File: config.mk
export PLATFORM = sky130hd
export DESIGN_NAME = pvq_ctrl
export DESIGN_NICKNAME = d
export VERILOG_FILES = /design/src/sv/pvq_pkg.sv /design/src/sv/pvq_ctrl.sv
export SDC_FILE = /design/constraint.sdc
export NUM_CORES = 1
export LEC_CHECK = 0
export ABC_AREA = 1
export BUFFER_PORTS_ARGS = -buffer_cell sky130_fd_sc_hd__buf_2
export CORE_AREA = 2 2 39 41
export DETAILED_ROUTE_END_ITERATION = 6
export DIE_AREA = 0 0 41 43
export HOLD_SLACK_MARGIN = 0.12
export PLACE_DENSITY = 0.54
export SYNTH_ARGS = -nofsm -noshare
export SYNTH_HDL_FRONTEND = slang
export SYNTH_SLANG_ARGS = --single-unit
File: constraint.sdc
create_clock -name clk -period 1.65 [get_ports clk]
set_clock_uncertainty 0.2 [all_clocks]
set_input_delay 0.2475 -clock clk [delete_from_list [all_inputs] [get_ports clk]]
set_output_delay 0.2475 -clock clk [all_outputs]
set_load 0.02 [all_outputs]
File: src/sv/pvq_pkg.sv
// shared types for the positive value quantile block
package pvq_pkg;

    // controller states
    typedef enum logic [2:0] {
        S_IDLE,
        S_POS,
        S_SCAN,
        S_DECIDE,
        S_MUL,
        S_SUM,
        S_OUT
    } state_t;

    // commands from controller to datapath
    typedef struct packed {
        logic accept;
        logic start;
        logic scan_init;
        logic scan_step;
        logic decide;
        logic mul;
        logic sum;
        logic load;
    } cmd_t;

    // status from datapath to controller
    typedef struct packed {
        logic scan_last;
        logic bit_last;
        logic count_zero;
        logic out_full;
    } status_t;

    localparam int unsigned VALUE_W = 31;
    localparam int unsigned PROB_W  = 17;
    localparam int unsigned FRAC_W  = 16;
    localparam int unsigned OCNT_W  = 11;
    localparam logic [PROB_W-1:0] PROB_ONE  = 17'd65536;
    localparam logic [PROB_W-1:0] PROB_HALF = 17'd32768;
    localparam logic [4:0] TOP_BIT = 5'd30;

endpackage

File: src/sv/pvq_ctrl.sv
// controller state machine for the positive value quantile block
module pvq_ctrl
(
    input  logic               clk,
    input  logic               rst_n,
    input  logic               s_tvalid,
    input  logic               s_tlast,
    output logic               s_tready,
    input  pvq_pkg::status_t   status,
    output pvq_pkg::cmd_t      cmd
);

    pvq_pkg::state_t state_reg;
    pvq_pkg::state_t state_next;

    // state register
    always_ff @(posedge clk or negedge rst_n)
    begin
        if (!rst_n)
        begin
            state_reg <= pvq_pkg::S_IDLE;
        end
        else
        begin
            state_reg <= state_next;
        end
    end

    // next state and commands
    always_comb
    begin
        state_next = state_reg;
        cmd        = '0;
        s_tready   = 1'b0;
        unique case (state_reg)
            pvq_pkg::S_IDLE:
            begin
                s_tready   = 1'b1;
                cmd.accept = s_tvalid;
                if (s_tvalid && s_tlast)
                begin
                    state_next = pvq_pkg::S_POS;
                end
            end
            pvq_pkg::S_POS:
            begin
                cmd.start = 1'b1;
                if (status.count_zero)
                begin
                    state_next = pvq_pkg::S_OUT;
                end
                else
                begin
                    cmd.scan_init = 1'b1;
                    state_next    = pvq_pkg::S_SCAN;
                end
            end
            pvq_pkg::S_SCAN:
            begin
                cmd.scan_step = 1'b1;
                if (status.scan_last)
                begin
                    state_next = pvq_pkg::S_DECIDE;
                end
            end
            pvq_pkg::S_DECIDE:
            begin
                cmd.decide = 1'b1;
                if (status.bit_last)
                begin
                    state_next = pvq_pkg::S_MUL;
                end
                else
                begin
                    cmd.scan_init = 1'b1;
                    state_next    = pvq_pkg::S_SCAN;
                end
            end
            pvq_pkg::S_MUL:
            begin
                cmd.mul    = 1'b1;
                state_next = pvq_pkg::S_SUM;
            end
            pvq_pkg::S_SUM:
            begin
                cmd.sum    = 1'b1;
                state_next = pvq_pkg::S_OUT;
            end
            pvq_pkg::S_OUT:
            begin
                if (!status.out_full)
                begin
                    cmd.load   = 1'b1;
                    state_next = pvq_pkg::S_IDLE;
                end
            end
            default:
            begin
                state_next = pvq_pkg::S_IDLE;
            end
        endcase
    end

endmodule

# Word-level counts from Yosys, hierarchy flattened
# Index checks and enable logic that the tools add are counted.
# Widths: inputs -> output; s select.
[op_classes]
eq_ne = 9
muxes = 18
reduce_logical = 3
[op_table]
columns = ["op", "n"]
rows = [
  ["$pmux 3 s7", 1],
  ["$mux 3", 5],
  ["$mux 1", 11],
  ["$eq 3x3->1 const B", 3],
  ["$eq 3x2->1 const B", 2],
  ["$ne 2x2->1 const B", 3],
  ["$eq 3x1->1 const B", 1],
  ["$logic_not 3->1", 1],
  ["$reduce_and 3->1", 1],
  ["$pmux 1 s2", 1],
  ["$logic_and 1x1->1", 1],
]
[totals]
regBits = 3
input_bits = 8
out_inout_bits = 9

# Logic depth before layout (Yosys ltp)
# Gate-level depths: netlist of run 1.
[logic_depth]
ltp_word = 3
ltp_mapped = 6

# Least setup slack after synthesis of run 1
# OpenSTA, ideal clock, no wires.
[synth_path]
path_kind = "reg2out"
start = "register state_reg[1]"
end = "output port cmd[5] (netlist bit)"
arrival_time_ps = 1342
required_time_ps = 1202
slack_ps = -139
path_stages_with_launch = 6
path_buffers = 1
cell_sequence = "dfrtp_1 buf_4 inv_1 nor3_1 nand2_1 o31ai_1"
[synth_rtl]
columns = ["element", "line_no", "text"]
rows = [
  ["start: declaration", "pvq_ctrl.sv:13", "pvq_pkg::state_t state_reg;"],
  ["start signal: assignment", "pvq_ctrl.sv:21", "state_reg <= pvq_pkg::S_IDLE;"],
  ["start signal: assignment", "pvq_ctrl.sv:25", "state_reg <= state_next;"],
  ["end: declaration", "pvq_ctrl.sv:10", "output pvq_pkg::cmd_t cmd"],
]

==> impl_metrics.py, run 1 <==
metrics = {
    "outcome": {
        "status": "finished, violations left",
        "violations": "setup timing",
    },
    "sta": {
        "slew_headroom_pct": 86.84,
        "fin_crit_ps": 1660,
        "maxSlewViolCount": 0,
        "fin_crit_sh_pct": 100.6,
        "setup_violations": 1,
        "fin_setup_tns_ps": -10.18,
        "rsz0062_at_grt": "true",
        "hold_viol_final": 0,
        "fmax_mhz": 602.3,
        "tightest_slew_ps": 197.5,
        "fin_ws_ps": -10.18,
    },
    "power": {
        "total_power_mw": 1.049,
        "irDropWorstVdd_uv": 688.4,
        "pwr-share-clk_pct": 12.4,
        "swShare_pct": 49.83,
        "combPwrFrac_pct": 70.6,
        "p_int_mw": 0.5262,
        "power.leakage_nw": 0.2904,
        "power.switching_mw": 0.5227,
        "power_frac_seq_pct": 17.1,
        "powerDensity_nw_per_um2": 1977,
    },
    "finish": {
        "final_util_pct": 38.34,
        "final_nets": 82,
        "seqCellArea_um2": 76.32,
        "instances_no_fill": 89,
        "fin_area_um2": 530.5,
        "fill_cells": 154,
        "diodes": 0,
        "drive_gt1_share_pct": 57.53,
        "largest_reg_flops": 3,
        "multi_input_area_um2": 201.4,
        "syn_to_final_growth_pct": 89.29,
    },
    "place": {
        "place.gp.congestion": 0.7778,
        "place_inst": 76,
        "placed_area_um2": 390.4,
        "portBuffers": 16,
    },
    "flow_run": {
        "cap_viol_max_count": 0,
    },
    "die": {
        "core_um2": 1384,
        "die_height_um": 43,
        "dieWidth_um": 41,
        "rows": 14,
        "dieArea_um2": 1763,
        "start_util_pct": 20.25,
        "ios": 17,
    },
    "synthesis": {
        "synth.top_cell.area_share_pct": 26.79,
        "ys_top_cells_by_count": "nand2_1 (9), nor2_1 (8), inv_1 (7)",
        "synth-seq-cells": 3,
        "synth_ff_type": "dfrtp_1",
        "synth_most_common_cell": "nand2_1",
        "synthSimpleGateAreaFrac_pct": 53.13,
        "synth_xor_area_share_pct": 0,
        "syn_area_per_cell_um2": 6.370,
        "yosys_warnings": 0,
        "async_reset_ff_share_pct": 100.0,
        "syn_area_um2": 280.3,
        "yosys.area.top_type": "dfrtp_1",
        "synth_compound_gate_area_share_pct": 5.804,
        "synthesis.nets": 52,
        "synthAdderAreaFrac_pct": 0,
        "synthCells": 44,
        "synth_top_family_by_area": "simple AND/OR/NAND/NOR gates",
        "yosysUniqueCellTypes": 14,
        "synth_enable_flop_cells": 0,
        "yosys-top-cells-area": "dfrtp_1 (27%), nand2_1 (12%), nor2_1 (11%)",
        "synthMuxAreaShare_pct": 0,
        "ys_seq_area_share_pct": 26.79,
    },
    "routing": {
        "drc_errors": 0,
        "first_pass_iters": 2,
        "wl_per_cell_um": 9.933,
        "ant_nets": 0,
        "drtIter0Drc": 3,
        "viasPerCell": 4.337,
        "vias": 386,
        "routed_wirelength_um": 884,
    },
    "grt": {
        "grt_max_degree": 10,
        "grt_pass1_wl_um": 1248,
        "grt_usage_pct": 10.85,
        "antenna_found_initial": 0,
        "grt_overflow": 0,
        "grt_pass1_vias": 326,
    },
    "cts": {
        "tritoncts": "yes",
        "path_clk_slew_ps": 40,
        "cts_max_level": 1,
        "clock-sinks": 3,
        "clockBufferDepth": 2,
        "worstSkewPairLatency_ps": 230,
        "cts_buffers": 3,
        "cts-root-buf": "clkbuf_4",
    },
    "min_path": {
        "hold_class": "input port to flop",
    },
    "critical_path": {
        "cp-start-kind": "flop",
        "end_kind": "output port",
        "cp.required_ps": 1200,
        "crit_fanout": 4,
        "arrival_ps": 1210,
        "worst-setup-path-type": "flop to output port",
    },
}
-- through the flow --
| step | setup WS [ps] | hold slack [ps] |
|---|---|---|
| floorplan | 85.79 | -248.1 |
| global placement | 168.9 | -152.0 |
| detailed placement | 118.6 | -151.3 |
| CTS | -29.01 | 129.3 |
| global route | -82.91 | 153.1 |
| finish | -10.18 | 132.9 |
-- path summary, 6_finish.rpt --
check / cells after the start / startpoint / end / slack, ps
min reg2reg: 4 / state_reg[0]$_DFFE_PN0P_ / state_reg[0]$_DFFE_PN0P_ / 540
max: 5 / state_reg[0]$_DFFE_PN0P_ / cmd[5] / -10
max in group asynchronous: 2 / rst_n / state_reg[2]$_DFFE_PN0P_ / 990
max reg2reg: 6 / state_reg[2]$_DFFE_PN0P_ / state_reg[0]$_DFFE_PN0P_ / 340
min in group asynchronous: 2 / rst_n / state_reg[1]$_DFFE_PN0P_ / 140
min: 4 / status[3] / state_reg[1]$_DFFE_PN0P_ / 130
-- placed cells by master, fill, tap and decap left out, drive strengths merged, types with 2 or more instances in the layout --
cell type	count
clkbuf	4
nand3	5
dlygate4sd3	2
dfrtp	3
nor2	11
inv	8
buf	24
nand2	9
nand4	3
-- power by group through the flow --
stage	clock (mW)	combinational [mW]	sequential, mW
2_1_floorplan	0	0.404	0.156
3_3_place_gp	0	0.524	0.177
3_5_place_dp	0	0.522	0.180
4_1_cts	0.133	0.633	0.174
5_1_grt	0.141	0.804	0.185
6_report	0.130	0.740	0.179
-- repair_timing --
item | in CTS | in global routing
hold buffers | 2 | 0
gates resized for setup | 4 | 10
hold endpoints to repair | 4 | 0
setup buffers | 5 | 2
pin swaps | 2 | 1
endpoints found under the setup margin | 4 | 8
-- worst max-delay path, cell delays in order, from the launching register on --
cell     delay (ps)
dfrtp_1         390
inv_2            80
nor3_4          190
nand2_1          90
o31ai_2          60
buf_4           170
-- area by class of cell --
cell class | count | share of cell area, %
Multi-Input combinational cell | 32 | 37.97
Timing Repair Buffer | 26 | 32.78
Sequential cell | 3 | 14.39
Inverter | 8 | 6.132
Clock buffer | 4 | 4.953
Tap cell | 16 | 3.774
-- cells by family (layout without fill, tap and decap cells) --
group,Yosys count,after routing
AOI/OAI and AO/OA,2,2
buffers and inverters,9,38
DFF,3,3
and+or+nand+nor,30,30
-- per-layer routing --
metal  track usage, %  part of all wire [%]  vias to the layer above
li1                 -                     -                      199
met3            4.712                   5.2                        0
met4            6.000                     0                        0
met2            16.56                    50                       10
met5                0                     0                        -
met1            11.94                    44                      177
Note: power is estimated with default switching activity, not from simulation.
==> run 2, diff against run 1 <==
Clock period 1.65 ns to 1.6 ns, I/O delays scaled along.
==> impl_metrics.py, run 2 (synthesis gave the netlist of run 1 again) <==
metrics = {
    "outcome": {
        "status": "finished, violations left",
        "violations": "setup timing",
    },
    "critical_path": {
        "cp_slowest_cell": "dfrtp_1",
        "cp-start-kind": "flop",
        "r2r.worst_path.cells": 7,
        "end_kind": "output port",
        "worst-setup-path-type": "flop to output port",
        "arrival_ps": 1220,
        "crit_fanout": 4,
        "path_cells": "inv_2 > nor3_4 > nand2_1 > o31ai_2 > buf_4",
        "cp.required_ps": 1160,
        "critPathMaxStageDelay_ps": 390,
    },
    "finish": {
        "mostFrequentLayoutCells": "buf_4 (13), buf_2 (11), nand2_1 (8)",
        "fin_area_um2": 540.5,
        "multi_input_area_um2": 201.4,
        "fill_cells": 154,
        "final_nets": 83,
        "seqCellArea_um2": 76.32,
        "drive_gt1_share_pct": 58.11,
        "diodes": 0,
        "syn_to_final_growth_pct": 92.86,
        "largest_reg_flops": 3,
        "instances_no_fill": 90,
        "final_common_cell": "buf_4",
    },
    "routing": {
        "viasPerCell": 4.333,
        "drc_errors": 0,
        "routed_wirelength_um": 891,
        "vias": 390,
        "drtIter0Drc": 3,
        "wl_per_cell_um": 9.900,
        "first_pass_iters": 2,
        "ant_nets": 0,
    },
    "die": {
        "core_um2": 1384,
        "start_util_pct": 20.25,
        "dieArea_um2": 1763,
        "ios": 17,
        "rows": 14,
        "dieWidth_um": 41,
        "die_height_um": 43,
    },
    "grt": {
        "grt_usage_pct": 11.06,
        "grt_pass1_wl_um": 1276,
        "grt_max_degree": 10,
        "grt_pass1_vias": 325,
        "antenna_found_initial": 0,
        "grt_overflow": 0,
    },
    "place": {
        "place.gp.congestion": 0.7779,
        "place_inst": 76,
        "portBuffers": 16,
        "placed_area_um2": 390.4,
    },
    "power": {
        "total_power_mw": 1.102,
        "powerDensity_nw_per_um2": 2039,
        "power.leakage_nw": 0.2954,
        "irDropWorstVdd_uv": 688.9,
    },
    "sta": {
        "hold_viol_final": 0,
        "fmax_mhz": 604.1,
        "tightest_slew_ps": 174.0,
        "setup_violations": 3,
        "timing.hold.ws_ps": 125.4,
        "maxSlewViolCount": 0,
        "rsz0062_at_grt": "true",
        "fin_crit_sh_pct": 103.5,
        "fin_ws_ps": -55.37,
        "fin_crit_ps": 1655,
        "slew_headroom_pct": 88.36,
    },
    "cts": {
        "clock-sinks": 3,
        "cts_buffers": 3,
        "clockBufferDepth": 2,
        "cts_max_level": 1,
        "cts-root-buf": "clkbuf_4",
        "tritoncts": "yes",
        "path_clk_slew_ps": 40,
        "worstSkewPairLatency_ps": 230,
    },
    "flow_run": {
        "cap_viol_max_count": 0,
    },
    "min_path": {
        "hold_class": "input port to async pin",
    },
}
[run 2: power breakdown]
| group | total [mW] | leakage, nW | switching, mW | internal, mW |
|---|---|---|---|---|
| clock | 0.134 | 0.0150 | 0.0402 | 0.0935 |
| sequential | 0.181 | 0.0357 | 0.0624 | 0.118 |
| combinational | 0.788 | 0.245 | 0.439 | 0.349 |
| total | 1.10 | 0.295 | 0.542 | 0.561 |
[run 2: area by class of cell]
type | instances | share of cell area (%)
multi-input combinational | 32 | 37.27
timing repair buffer | 27 | 34.03
sequential | 3 | 14.12
inverter | 8 | 6.019
clock buffer | 4 | 4.861
tap | 16 | 3.704
[run 2: metal layers]
metal,up-vias,GRT usage (%),part of all wire [%]
met5,-,0,0
met4,0,6.000,0
met3,0,4.712,5.2
met2,10,16.25,50
met1,179,12.90,45
li1,201,-,-
[run 2: final timing paths]
path | start | endpoint | slack (ps)
worst min-delay path | rst_n | state_reg[1]$_DFFE_PN0P_ | 130
min in group clk | status[3] | state_reg[1]$_DFFE_PN0P_ | 130
max in group asynchronous | rst_n | state_reg[2]$_DFFE_PN0P_ | 950
worst min register to register | state_reg[0]$_DFFE_PN0P_ | state_reg[0]$_DFFE_PN0P_ | 540
worst max register to register | state_reg[0]$_DFFE_PN0P_ | state_reg[0]$_DFFE_PN0P_ | 300
worst max-delay path | state_reg[0]$_DFFE_PN0P_ | cmd[5] | -60
[run 2: critical path: cells and delay by family (launching register included)]
kind,cells,cell delay [ps]
DFF,1,390
AOI/OAI and AO/OA,1,60
buffers and inverters,2,250
and+or+nand+nor,2,280
[run 2: through the flow]
| stage | util [%] | TNS, ps | setup WS [ps] |
|---|---|---|---|
| 2_1_floorplan | - | 0 | 43.29 |
| 3_3_place_gp | 28.21 | 0 | 126.4 |
| 3_5_place_dp | 28.21 | 0 | 76.12 |
| 4_1_cts | 35.44 | -132.3 | -71.49 |
| 5_1_grt | 39.06 | -567.9 | -127.3 |
| 6_report | 39.06 | -92.29 | -55.37 |
[run 2: what timing repair did]
item / CTS / global route
resized for setup: 6 / 9
pin swaps: 2 / 1
hold buffers: 2 / 0
gates cloned: 0 / 0
setup buffers: 6 / 2
endpoints found under the hold margin: 4 / 0
setup endpoints to repair: 7 / 9
